File: src/rtl/dali_pkg.sv
package dali_pkg;

    localparam int unsigned CFG_COUNT = 8;
    localparam int unsigned CFG_AW    = 5;

    typedef enum logic [2:0] {
        BUS_UNKNOWN    = 3'd0,
        BUS_POWER_DOWN = 3'd1,
        BUS_ERROR      = 3'd2,
        BUS_READY      = 3'd3,
        BUS_TX         = 3'd4,
        BUS_RX         = 3'd5,
        BUS_BREAK      = 3'd6,
        BUS_RECOVERY   = 3'd7
    } t_bus;

    typedef enum logic [2:0] {
        SND_IDLE  = 3'd2,
        SND_START = 3'd3,
        SND_DATA  = 3'd4,
        SND_STOP  = 3'd5
    } t_snd;

    typedef enum logic [2:0] {
        RCV_ERROR = 3'd0,
        RCV_IDLE  = 3'd1,
        RCV_START = 3'd2,
        RCV_DATA  = 3'd3,
        RCV_STOP  = 3'd4
    } t_rcv;

    localparam logic [2:0] ST_OK      = 3'd0;
    localparam logic [2:0] ST_ERROR   = 3'd1;
    localparam logic [2:0] ST_TIMING  = 3'd2;
    localparam logic [2:0] ST_SEQ     = 3'd3;
    localparam logic [2:0] ST_COLL    = 3'd4;
    localparam logic [2:0] ST_UNKNOWN = 3'd5;

    localparam logic [1:0] KIND_EDGE = 2'd0;
    localparam logic [1:0] KIND_TICK = 2'd1;
    localparam logic [1:0] KIND_SEND = 2'd2;

    localparam logic [1:0] REP_NONE   = 2'd0;
    localparam logic [1:0] REP_RX     = 2'd1;
    localparam logic [1:0] REP_TXDONE = 2'd2;
    localparam logic [1:0] REP_REFUSE = 2'd3;

    localparam logic [CFG_AW-1:0] A_HALF_MIN = 5'd0;
    localparam logic [CFG_AW-1:0] A_HALF_MAX = 5'd4;
    localparam logic [CFG_AW-1:0] A_FULL_MIN = 5'd8;
    localparam logic [CFG_AW-1:0] A_FULL_MAX = 5'd12;
    localparam logic [CFG_AW-1:0] A_STOP     = 5'd16;
    localparam logic [CFG_AW-1:0] A_COLL     = 5'd20;
    localparam logic [CFG_AW-1:0] A_BREAK    = 5'd24;
    localparam logic [CFG_AW-1:0] A_RECOV    = 5'd28;

    localparam logic [31:0] RELOAD_LIMIT  = 32'd600000000;
    localparam logic [31:0] RELOAD_BACK   = 32'd300000000;
    localparam logic [31:0] POWER_DOWN_US = 32'd45000;
    localparam logic [31:0] TX_STOP_US    = 32'd2450;

    typedef struct packed {
        logic [11:0] half_min;
        logic [11:0] half_max;
        logic [11:0] full_min;
        logic [11:0] full_max;
        logic [15:0] stop_time;
        logic [11:0] coll_delta;
        logic [15:0] break_time;
        logic [15:0] recov_time;
    } t_cfg;

    typedef struct packed {
        logic [1:0]  kind;
        logic [31:0] time_us;
        logic        bus_level;
        logic [31:0] send_data;
        logic [5:0]  send_length;
    } t_in;

    typedef struct packed {
        logic        drive_level;
        logic [1:0]  report;
        logic [31:0] frame_bits;
        logic [5:0]  frame_count;
        logic [2:0]  frame_status;
        logic [7:0]  start_gap_ms;
        logic [2:0]  bus_mode;
    } t_out;

endpackage

File: src/rtl/dali_if.sv
interface dali_in_if import dali_pkg::*; ();
    logic valid;
    logic ready;
    t_in  data;
    modport source (output valid, output data, input ready);
    modport sink   (input valid, input data, output ready);
endinterface

interface dali_out_if import dali_pkg::*; ();
    logic valid;
    logic ready;
    t_out data;
    modport source (output valid, output data, input ready);
    modport sink   (input valid, input data, output ready);
endinterface

File: src/rtl/dali_cfg.sv
module dali_cfg import dali_pkg::*; (
    input  logic              i_clk,
    input  logic              i_rst_n,
    input  logic              psel,
    input  logic              penable,
    input  logic              pwrite,
    input  logic [CFG_AW-1:0] paddr,
    input  logic [31:0]       pwdata,
    output logic [31:0]       prdata,
    output logic              pready,
    output t_cfg              o_cfg
);
    t_cfg r_cfg;
    logic w;

    assign w      = psel && penable && pwrite;
    assign pready = 1'b1;
    assign o_cfg  = r_cfg;

    always_ff @(posedge i_clk) begin
        if (!i_rst_n) begin
            r_cfg <= '{12'd333, 12'd500, 12'd666, 12'd1000, 16'd2400, 12'd100,
                       16'd1200, 16'd4000};
        end else if (w) begin
            unique case (paddr)
                A_HALF_MIN: r_cfg.half_min   <= pwdata[11:0];
                A_HALF_MAX: r_cfg.half_max   <= pwdata[11:0];
                A_FULL_MIN: r_cfg.full_min   <= pwdata[11:0];
                A_FULL_MAX: r_cfg.full_max   <= pwdata[11:0];
                A_STOP:     r_cfg.stop_time  <= pwdata[15:0];
                A_COLL:     r_cfg.coll_delta <= pwdata[11:0];
                A_BREAK:    r_cfg.break_time <= pwdata[15:0];
                A_RECOV:    r_cfg.recov_time <= pwdata[15:0];
                default: ;
            endcase
        end
    end

    always_comb begin
        unique case (paddr)
            A_HALF_MIN: prdata = {20'd0, r_cfg.half_min};
            A_HALF_MAX: prdata = {20'd0, r_cfg.half_max};
            A_FULL_MIN: prdata = {20'd0, r_cfg.full_min};
            A_FULL_MAX: prdata = {20'd0, r_cfg.full_max};
            A_STOP:     prdata = {16'd0, r_cfg.stop_time};
            A_COLL:     prdata = {20'd0, r_cfg.coll_delta};
            A_BREAK:    prdata = {16'd0, r_cfg.break_time};
            A_RECOV:    prdata = {16'd0, r_cfg.recov_time};
            default:    prdata = 32'd0;
        endcase
    end
endmodule

File: src/rtl/dali_core.sv
module dali_core import dali_pkg::*; #(
    parameter int unsigned MAX_FRAME_BITS = 32
) (
    input  logic i_clk,
    input  logic i_rst_n,
    input  logic i_go,
    input  t_in  i_item,
    input  t_cfg i_cfg,
    output t_out o_res
);
    localparam logic [5:0] RX_LIMIT = (MAX_FRAME_BITS < 32) ? 6'(MAX_FRAME_BITS) : 6'd32;

    t_bus r_bus, n_bus;
    t_snd r_snd, n_snd;
    t_rcv r_rcv, n_rcv;
    logic [31:0] r_lrx, n_lrx, r_ltx, n_ltx;
    logic r_line, n_line, r_drv, n_drv;
    logic [31:0] r_txf, n_txf;
    logic [5:0]  r_txc, n_txc;
    logic [2:0]  r_txs, n_txs;
    logic [7:0]  r_txh, n_txh;
    logic [5:0]  r_txb, n_txb;
    logic [31:0] r_rxf, n_rxf;
    logic [5:0]  r_rxb, n_rxb;
    logic [7:0]  r_rxh, n_rxh;
    logic [2:0]  r_rxs, n_rxs;
    logic [7:0]  r_gap, n_gap;
    logic        r_pv, n_pv;
    logic [31:0] r_pf, n_pf;
    logic [5:0]  r_pc, n_pc;

    logic [31:0] t, pw, dtx;
    logic        lvl;
    logic [5:0]  slen;
    logic [31:0] ms;
    logic [1:0]  rep;
    logic        txv, rx_one, done;
    t_out        res;

    assign t    = i_item.time_us;
    assign lvl  = i_item.bus_level;
    assign pw   = t - r_lrx;
    assign dtx  = t - r_ltx;
    assign slen = (i_item.send_length > 6'd32) ? 6'd32 : i_item.send_length;
    // Divide by 1000 only matters up to 255 ms; above that the gap saturates.
    // The quotient is (pw / 8) / 125, the last step by reciprocal multiplication.
    assign ms   = (pw >= 32'd256000) ? 32'd255 : (((pw >> 3) * 32'd33555) >> 22);

    always_comb begin
        n_bus = r_bus; n_snd = r_snd; n_rcv = r_rcv;
        n_lrx = r_lrx; n_ltx = r_ltx; n_line = r_line; n_drv = r_drv;
        n_txf = r_txf; n_txc = r_txc; n_txs = r_txs; n_txh = r_txh; n_txb = r_txb;
        n_rxf = r_rxf; n_rxb = r_rxb; n_rxh = r_rxh; n_rxs = r_rxs; n_gap = r_gap;
        n_pv = r_pv; n_pf = r_pf; n_pc = r_pc;
        rep = REP_NONE; txv = 1'b0; rx_one = 1'b0; done = 1'b0;
        res = '0;
        case (i_item.kind)
            KIND_EDGE: begin
                n_line = lvl;
                n_lrx  = t;
                if (r_bus == BUS_READY && !lvl) begin
                    n_gap = ms[7:0];
                    n_rxf = '0; n_rxs = ST_UNKNOWN; n_rcv = RCV_START; n_bus = BUS_RX;
                    n_rxh = '0; n_rxb = '0;
                end else if (r_bus == BUS_RX) begin
                    if (r_rcv == RCV_START) begin
                        if (lvl && pw > 32'(i_cfg.half_min) && pw < 32'(i_cfg.half_max)) begin
                            n_rcv = RCV_DATA; n_rxh = r_rxh + 8'd1;
                        end else begin
                            n_bus = BUS_ERROR; n_rxs = ST_TIMING;
                        end
                    end else if (r_rcv == RCV_DATA) begin
                        rx_one = !r_line && lvl;
                        if (r_line == lvl) begin
                            n_rcv = RCV_ERROR; n_rxs = ST_SEQ;
                        end else if (pw > 32'(i_cfg.full_min) && pw < 32'(i_cfg.full_max))
                        begin
                            if (!r_rxh[0]) begin
                                n_rcv = RCV_ERROR;
                            end else begin
                                if (rx_one && r_rxb < 6'd32)
                                    n_rxf[5'd31 - r_rxb[4:0]] = 1'b1;
                                n_rxh = r_rxh + 8'd2;
                                n_rxb = r_rxb + 6'd1;
                                done = 1'b1;
                            end
                        end else if (pw > 32'(i_cfg.half_min) && pw < 32'(i_cfg.half_max))
                        begin
                            if (!r_rxh[0]) begin
                                if (rx_one && r_rxb < 6'd32)
                                    n_rxf[5'd31 - r_rxb[4:0]] = 1'b1;
                                n_rxb = r_rxb + 6'd1;
                            end
                            n_rxh = r_rxh + 8'd1;
                            done = 1'b1;
                        end else begin
                            n_rxs = ST_TIMING; n_rcv = RCV_ERROR;
                        end
                        if (done && n_rxb >= RX_LIMIT) n_rcv = RCV_STOP;
                    end
                end else if (r_bus == BUS_TX && dtx > 32'(i_cfg.coll_delta)) begin
                    n_drv = 1'b0; n_ltx = t; n_bus = BUS_BREAK; n_txs = ST_COLL;
                end else if (r_bus == BUS_RECOVERY) begin
                    n_bus = BUS_ERROR;
                end
            end
            KIND_TICK: begin
                if (pw > RELOAD_LIMIT) n_lrx = t - RELOAD_BACK;
                if (dtx > RELOAD_LIMIT) n_ltx = t - RELOAD_BACK;
                if (r_bus <= BUS_ERROR && r_line && pw > 32'(i_cfg.stop_time))
                    n_bus = BUS_READY;
                if (!r_line && pw > POWER_DOWN_US) begin
                    n_bus = BUS_POWER_DOWN; n_drv = 1'b1;
                end
                if (n_bus == BUS_BREAK && pw > 32'(i_cfg.break_time)) begin
                    n_drv = 1'b1; n_ltx = t;
                    n_bus = lvl ? BUS_RECOVERY : BUS_ERROR;
                end else if (n_bus == BUS_RECOVERY && pw > 32'(i_cfg.recov_time)) begin
                    n_bus = BUS_READY;
                end else if (n_bus == BUS_READY && r_snd == SND_IDLE && r_pv) begin
                    n_txf = r_pf; n_txc = r_pc; n_pv = 1'b0; n_txs = ST_ERROR;
                    n_bus = BUS_TX; n_snd = SND_START; n_txh = '0; n_txb = '0;
                    n_drv = 1'b0; n_ltx = t;
                end else if (n_bus == BUS_TX) begin
                    if (r_snd == SND_START) begin
                        n_snd = SND_DATA; n_txh = r_txh + 8'd1; n_drv = 1'b1; n_ltx = t;
                    end else if (r_snd == SND_DATA) begin
                        txv = (r_txb < 6'd32) ? r_txf[5'd31 - r_txb[4:0]] : 1'b0;
                        n_drv = txv ^ r_txh[0];
                        n_ltx = t;
                        n_txh = r_txh + 8'd1;
                        if (n_txh[0]) begin
                            n_txb = r_txb + 6'd1;
                            if (n_txb >= r_txc) n_snd = SND_STOP;
                        end
                    end else if (r_snd == SND_STOP) begin
                        if (!r_drv) begin
                            n_drv = 1'b1; n_ltx = t;
                        end else if (dtx > TX_STOP_US) begin
                            n_txs = ST_OK; rep = REP_TXDONE; n_snd = SND_IDLE;
                            n_bus = BUS_READY;
                        end
                    end
                end else if (n_bus == BUS_READY && r_snd > SND_IDLE) begin
                    rep = REP_TXDONE; n_snd = SND_IDLE;
                end
                if (n_bus == BUS_RX && pw > 32'(i_cfg.stop_time)) begin
                    if (r_rcv == RCV_ERROR) begin
                        n_rcv = RCV_IDLE; n_bus = BUS_READY; rep = REP_RX;
                    end else if (r_rcv == RCV_DATA || r_rcv == RCV_STOP) begin
                        n_rcv = RCV_IDLE; n_bus = BUS_READY; n_rxs = ST_OK; rep = REP_RX;
                    end
                end
                if (rep == REP_RX) begin
                    res.frame_bits = n_rxf; res.frame_count = n_rxb;
                    res.frame_status = n_rxs; res.start_gap_ms = n_gap;
                end else if (rep == REP_TXDONE) begin
                    res.frame_bits = n_txf; res.frame_count = n_txc;
                    res.frame_status = n_txs;
                end
            end
            KIND_SEND: begin
                if (r_pv) begin
                    rep = REP_REFUSE; res.frame_bits = i_item.send_data;
                    res.frame_count = slen; res.frame_status = ST_ERROR;
                end else begin
                    n_pv = 1'b1; n_pf = i_item.send_data; n_pc = slen;
                end
            end
            default: ;
        endcase
        res.report      = rep;
        res.drive_level = n_drv;
        res.bus_mode    = n_bus;
    end

    assign o_res = res;

    always_ff @(posedge i_clk) begin
        if (!i_rst_n) begin
            r_bus <= BUS_UNKNOWN; r_snd <= SND_IDLE; r_rcv <= RCV_IDLE;
            r_lrx <= '0; r_ltx <= '0; r_line <= 1'b0; r_drv <= 1'b1;
            r_txf <= '0; r_txc <= '0; r_txs <= '0; r_txh <= '0; r_txb <= '0;
            r_rxf <= '0; r_rxb <= '0; r_rxh <= '0; r_rxs <= ST_UNKNOWN; r_gap <= '0;
            r_pv <= 1'b0; r_pf <= '0; r_pc <= '0;
        end else if (i_go) begin
            r_bus <= n_bus; r_snd <= n_snd; r_rcv <= n_rcv;
            r_lrx <= n_lrx; r_ltx <= n_ltx; r_line <= n_line; r_drv <= n_drv;
            r_txf <= n_txf; r_txc <= n_txc; r_txs <= n_txs; r_txh <= n_txh; r_txb <= n_txb;
            r_rxf <= n_rxf; r_rxb <= n_rxb; r_rxh <= n_rxh; r_rxs <= n_rxs; r_gap <= n_gap;
            r_pv <= n_pv; r_pf <= n_pf; r_pc <= n_pc;
        end
    end
endmodule

File: src/rtl/dali_manchester_bus_controller_top.sv
// Channel   Direction  Payload
// in        sink       kind, time_us, bus_level, send_data, send_length
// out       source     drive_level, report, frame_bits, frame_count, frame_status,
//                      start_gap_ms, bus_mode
// apb       slave      eight configuration registers at 4*i
// A word is registered at the input, handled by the controller combinationally and
// its result registered at the output; one word can enter every cycle while the
// output is not stalled. The state update of one word is one combinational pass.
// Reset is synchronous, active low; it restores register defaults and state.
// A stalled output holds its word; input stalls only when both stages are full.
module dali_manchester_bus_controller_top import dali_pkg::*; #(
    parameter int unsigned MAX_FRAME_BITS = 32
) (
    input  logic              i_clk,
    input  logic              i_rst_n,
    dali_in_if.sink           in_ch,
    dali_out_if.source        out_ch,
    input  logic              psel,
    input  logic              penable,
    input  logic              pwrite,
    input  logic [CFG_AW-1:0] paddr,
    input  logic [31:0]       pwdata,
    output logic [31:0]       prdata,
    output logic              pready
);
    t_cfg cfg;
    logic r_iv, r_ov, go;
    t_in  r_in;
    t_out r_out, res;

    dali_cfg u_cfg (
        .i_clk, .i_rst_n, .psel, .penable, .pwrite, .paddr, .pwdata,
        .prdata, .pready, .o_cfg(cfg)
    );

    dali_core #(.MAX_FRAME_BITS(MAX_FRAME_BITS)) u_core (
        .i_clk, .i_rst_n, .i_go(go), .i_item(r_in), .i_cfg(cfg), .o_res(res)
    );

    assign go          = r_iv && (!r_ov || out_ch.ready);
    assign in_ch.ready = !r_iv || go;
    assign out_ch.valid = r_ov;
    assign out_ch.data  = r_out;

    always_ff @(posedge i_clk) begin
        if (!i_rst_n) begin
            r_iv <= 1'b0;
            r_ov <= 1'b0;
        end else begin
            if (in_ch.ready) r_iv <= in_ch.valid;
            if (go) r_ov <= 1'b1;
            else if (out_ch.ready) r_ov <= 1'b0;
        end
    end

    always_ff @(posedge i_clk) begin
        if (in_ch.ready && in_ch.valid) r_in <= in_ch.data;
        if (go) r_out <= res;
    end
endmodule

File: src/flat_wrapper.sv
// flat-port wrapper written by rule: the top's interface ports become plain ports
module dali_manchester_bus_controller_top_flat import dali_pkg::*;
#(
    parameter int unsigned MAX_FRAME_BITS = 32
)
  (i_clk, i_rst_n, psel, penable, pwrite, paddr, pwdata, prdata, pready, in_ch_valid, in_ch_data, in_ch_ready, out_ch_valid, out_ch_data, out_ch_ready);
  dali_in_if in_ch_i ();
  dali_out_if out_ch_i ();
  input  logic i_clk;
  input  logic i_rst_n;
  input  logic psel;
  input  logic penable;
  input  logic pwrite;
  input  logic [CFG_AW-1:0] paddr;
  input  logic [31:0] pwdata;
  output logic [31:0] prdata;
  output logic pready;
  input wire logic [$bits(in_ch_i.valid)-1:0] in_ch_valid;
  input wire logic [$bits(in_ch_i.data)-1:0] in_ch_data;
  output wire logic [$bits(in_ch_i.ready)-1:0] in_ch_ready;
  output wire logic [$bits(out_ch_i.valid)-1:0] out_ch_valid;
  output wire logic [$bits(out_ch_i.data)-1:0] out_ch_data;
  input wire logic [$bits(out_ch_i.ready)-1:0] out_ch_ready;
  assign in_ch_i.valid = in_ch_valid;
  assign in_ch_i.data = in_ch_data;
  assign in_ch_ready = in_ch_i.ready;
  assign out_ch_valid = out_ch_i.valid;
  assign out_ch_data = out_ch_i.data;
  assign out_ch_i.ready = out_ch_ready;
  dali_manchester_bus_controller_top #(.MAX_FRAME_BITS(MAX_FRAME_BITS)) u_core (.i_clk(i_clk), .i_rst_n(i_rst_n), .in_ch(in_ch_i), .out_ch(out_ch_i), .psel(psel), .penable(penable), .pwrite(pwrite), .paddr(paddr), .pwdata(pwdata), .prdata(prdata), .pready(pready));
endmodule
File: config.mk
export PLATFORM = sky130hd
export DESIGN_NAME = dali_manchester_bus_controller_top_flat
export DESIGN_NICKNAME = d
export VERILOG_FILES = /design/src/rtl/dali_pkg.sv /design/src/rtl/dali_if.sv /design/src/rtl/dali_cfg.sv /design/src/rtl/dali_core.sv /design/src/rtl/dali_manchester_bus_controller_top.sv /design/src/flat_wrapper.sv
export SDC_FILE = /design/constraint.sdc
export NUM_CORES = 2
export LEC_CHECK = 0
export BUFFER_PORTS_ARGS = -buffer_cell sky130_fd_sc_hd__buf_2
export CORE_MARGIN = 2
export CORE_UTILIZATION = 65
export DETAILED_ROUTE_END_ITERATION = 8
export HOLD_SLACK_MARGIN = 0.15
export PLACE_DENSITY = 0.85
export SYNTH_ARGS = -nofsm -noshare
export SYNTH_HDL_FRONTEND = slang
export SYNTH_HIERARCHICAL = 1
export SYNTH_SLANG_ARGS = --single-unit
export TNS_END_PERCENT = 5
File: constraint.sdc
create_clock -name i_clk -period 11 [get_ports i_clk]
set_clock_uncertainty 0.15 [all_clocks]
set_input_delay 1.1 -clock i_clk [delete_from_list [all_inputs] [get_ports i_clk]]
set_output_delay 1.1 -clock i_clk [all_outputs]
set_load 0.1 [all_outputs]
==> results.json <==
{
  "crit_required_ns": 11.30,
  "power.density_nw_per_um2": 243,
  "vias": 26800,
  "synth_top_area_frac": 0.203,
  "max_freq_ghz": 0.115,
  "synth_area_leaders": "dfxtp_1, ha_1, edfxtp_1",
  "rows": 80,
  "wl_per_cell_um": 20.0,
  "synth.most_common_cell": "nand2_1",
  "final_max_slew_viol_count": 0,
  "grt_max_degree": 147,
  "setup_viol": 0,
  "postRouteAntennaNets": 0,
  "cts_buffer_depth": 3,
  "placed_cell_area_um2": 32900,
  "grt_pass1_vias": 26000,
  "hold_path_class": "register to register",
  "peakVddDrop_uv": 490,
  "worstSetupEndpointType": "register",
  "start_util": 0.662,
  "seq_area_frac_synth": 0.324,
  "ys_top_cells_by_count": "nand2_1, inv_1, ha_1",
  "setup_tns_ns": 0,
  "synthDistinctLibCells": 100,
  "drive_gt1_frac": 0.0970,
  "cts-root-buf": "clkbuf_16",
  "worstPathArrival_ns": 8.98,
  "syn_inst": 3497,
  "crit_path_frequent_cell": "inv_1",
  "ys.flop_type": "dfxtp_1",
  "drv_cap": 0,
  "die_y_um": 225,
  "rsz0062_at_grt": "false",
  "hold_violations": 0,
  "antenna_found_initial": 0,
  "grt.overflow.total": 0,
  "ios": 207,
  "num_antenna_cells": 0,
  "yosysTopAreaCell": "dfxtp_1",
  "worstSetupPathType": "register to register",
  "area_growth_pct": 8.70,
  "cts_setup_buffers": 0,
  "grt_pass1_wl_um": 135000,
  "vias_per_cell": 6.29,
  "drc": 0,
  "ys_seq_elements": 450,
  "cts_resized": 0,
  "yosys_warnings": 6,
  "status": "finished, final reports clean",
  "async_reset_ff_frac": 0,
  "nets": 4156,
  "hold_buffers": 0,
  "dieWidth_um": 225,
  "final_cell_area_um2": 34500,
  "io_buffer_count": 173,
  "track_usage": 0.333,
  "tritoncts": "built",
  "firstDrtPassIters": 7,
  "clk_pin_slew_worst_paths_ns": 0.07,
  "synth_edf_count": 128,
  "fin_crit_ns": 8.67,
  "crit_fanout": 7,
  "numCtsBuffers": 48,
  "first_iter_violations": 2716,
  "worst_pin_slew_ns": 1.26,
  "fin_crit_sh": 0.788,
  "p_leak_uw": 0.0154,
  "synth.avg_cell_area_um2": 9.08,
  "netlist_area_um2": 31700,
  "place_congestion": 0.952,
  "slowest_stage": "fa_1",
  "dieArea_um2": 50600,
  "start_kind": "register",
  "htree_levels": 2,
  "hpwl_um": 61000,
  "slew_headroom": 0.156,
  "wl_um": 85300,
  "clock_sinks": 450,
  "critPathMaxStageDelay_ns": 0.54,
  "insertion_delay_ns": 0.63,
  "fp.coreArea_um2": 47900
}
==> registers in the layout, summed over array words and instances, names as in the netlist, 32 cells and up <==
register	flops
u_core/out_ch.data	55
u_core/r_in	73
u_core/u_cfg/o_cfg	108
u_core/u_core/r_lrx	32
u_core/u_core/r_ltx	32
u_core/u_core/r_pf	32
u_core/u_core/r_rxf	32
u_core/u_core/r_txf	32
==> metrics by stage <==
stage | power, µW | utilization | std cells | setup WS (ns) | hold slack [ns]
after CTS | 8370 | 0.720 | 4256 | 2.42 | 0.293
after global routing | 9090 | 0.720 | 4256 | 1.92 | 0.311
after floorplan | 5550 | - | 3512 | 3.59 | 0.265
after detailed placement | 6630 | 0.687 | 4166 | 2.57 | 0.284
after global placement | 6420 | 0.687 | 4166 | 2.76 | 0.275
final | 8390 | 0.720 | 4256 | 2.33 | 0.292
==> final timing paths <==
kind | start | endpoint | slack [ns] | depth (start not counted)
setup / recovery | u_core/r_in[39] | u_core/u_core/r_gap[7] | 2.33 | 35
hold / removal | u_core/u_core/r_txs[1] | u_core/u_core/r_txs[1] | 0.29 | 2
setup reg to reg | u_core/r_in[39] | u_core/u_core/r_gap[7] | 2.33 | 35
hold reg to reg | u_core/u_core/r_txs[1] | u_core/u_core/r_txs[1] | 0.29 | 2
==> critical path: cells and delay by family (launching register included) <==
kind,cells,cell delay [ns]
xor gates and xnor gates,2,0.52
and+or+nand+nor,4,0.34
adders and majority gates,8,3.05
buffers and inverters,7,0.68
DFF,1,0.42
AOI/OAI and AO/OA,14,3.31
==> cells in the final DEF, fill, tap and decap left out, drive strengths merged, types with 17 or more instances in the layout <==
cell | Yosys | layout
xnor2 | 53 | 53
o21ai | 105 | 105
and2 | 24 | 24
conb | 2 | 17
xor2 | 47 | 47
and3 | 19 | 19
a31oi | 17 | 17
clkbuf | 99 | 69
ha | 363 | 363
o2111a | 24 | 24
a211oi | 47 | 47
nor2b | 67 | 67
mux2i | 201 | 201
edfxtp | 128 | 128
a22oi | 37 | 37
nor2 | 253 | 253
inv | 374 | 378
fa | 75 | 75
nand4 | 40 | 40
buf | 66 | 204
nand2b | 26 | 26
nand2 | 385 | 385
o21bai | 23 | 23
a21o | 49 | 49
dfxtp | 322 | 322
o21a | 24 | 24
a21oi | 226 | 226
nor3 | 44 | 44
mux4 | 22 | 22
nand3 | 80 | 80
==> layer usage <==
layer | share of wire | vias up | global-route usage
li1 | - | 12500 | -
met1 | 0.41 | 12700 | 0.443
met2 | 0.46 | 1333 | 0.543
met3 | 0.087 | 252 | 0.0538
met4 | 0.040 | 0 | 0.133
met5 | 0 | - | 0
==> power breakdown <==
group | switching, µW | internal [µW]
sequential | 38.9 | 1750
combinational | 2800 | 2180
clock | 706 | 915
total | 3550 | 4840
==> cell families after synthesis <==
family	count (synthesis)	share of synthesized area
AO/OA/AOI/OAI	714	0.153
XOR/XNOR	100	0.0281
adder cells (fa/ha/maj)	438	0.190
buffers and inverters	539	0.0696
flip-flops	450	0.324
multiplexers	225	0.0797
other	2	0.000237
AND/OR/NAND/NOR	1029	0.155
==> cell type report <==
cell class              instances  area [µm²]
fillers                      3488       13400
multi-input cells            2523       19400
clock buffers                  69        1350
flip-flops and latches        450       10300
well taps                     615         769
repair buffers                204        1110
clock inverters                21         230
inverters                     374        1410
Note: power is estimated with default switching activity, not from simulation.
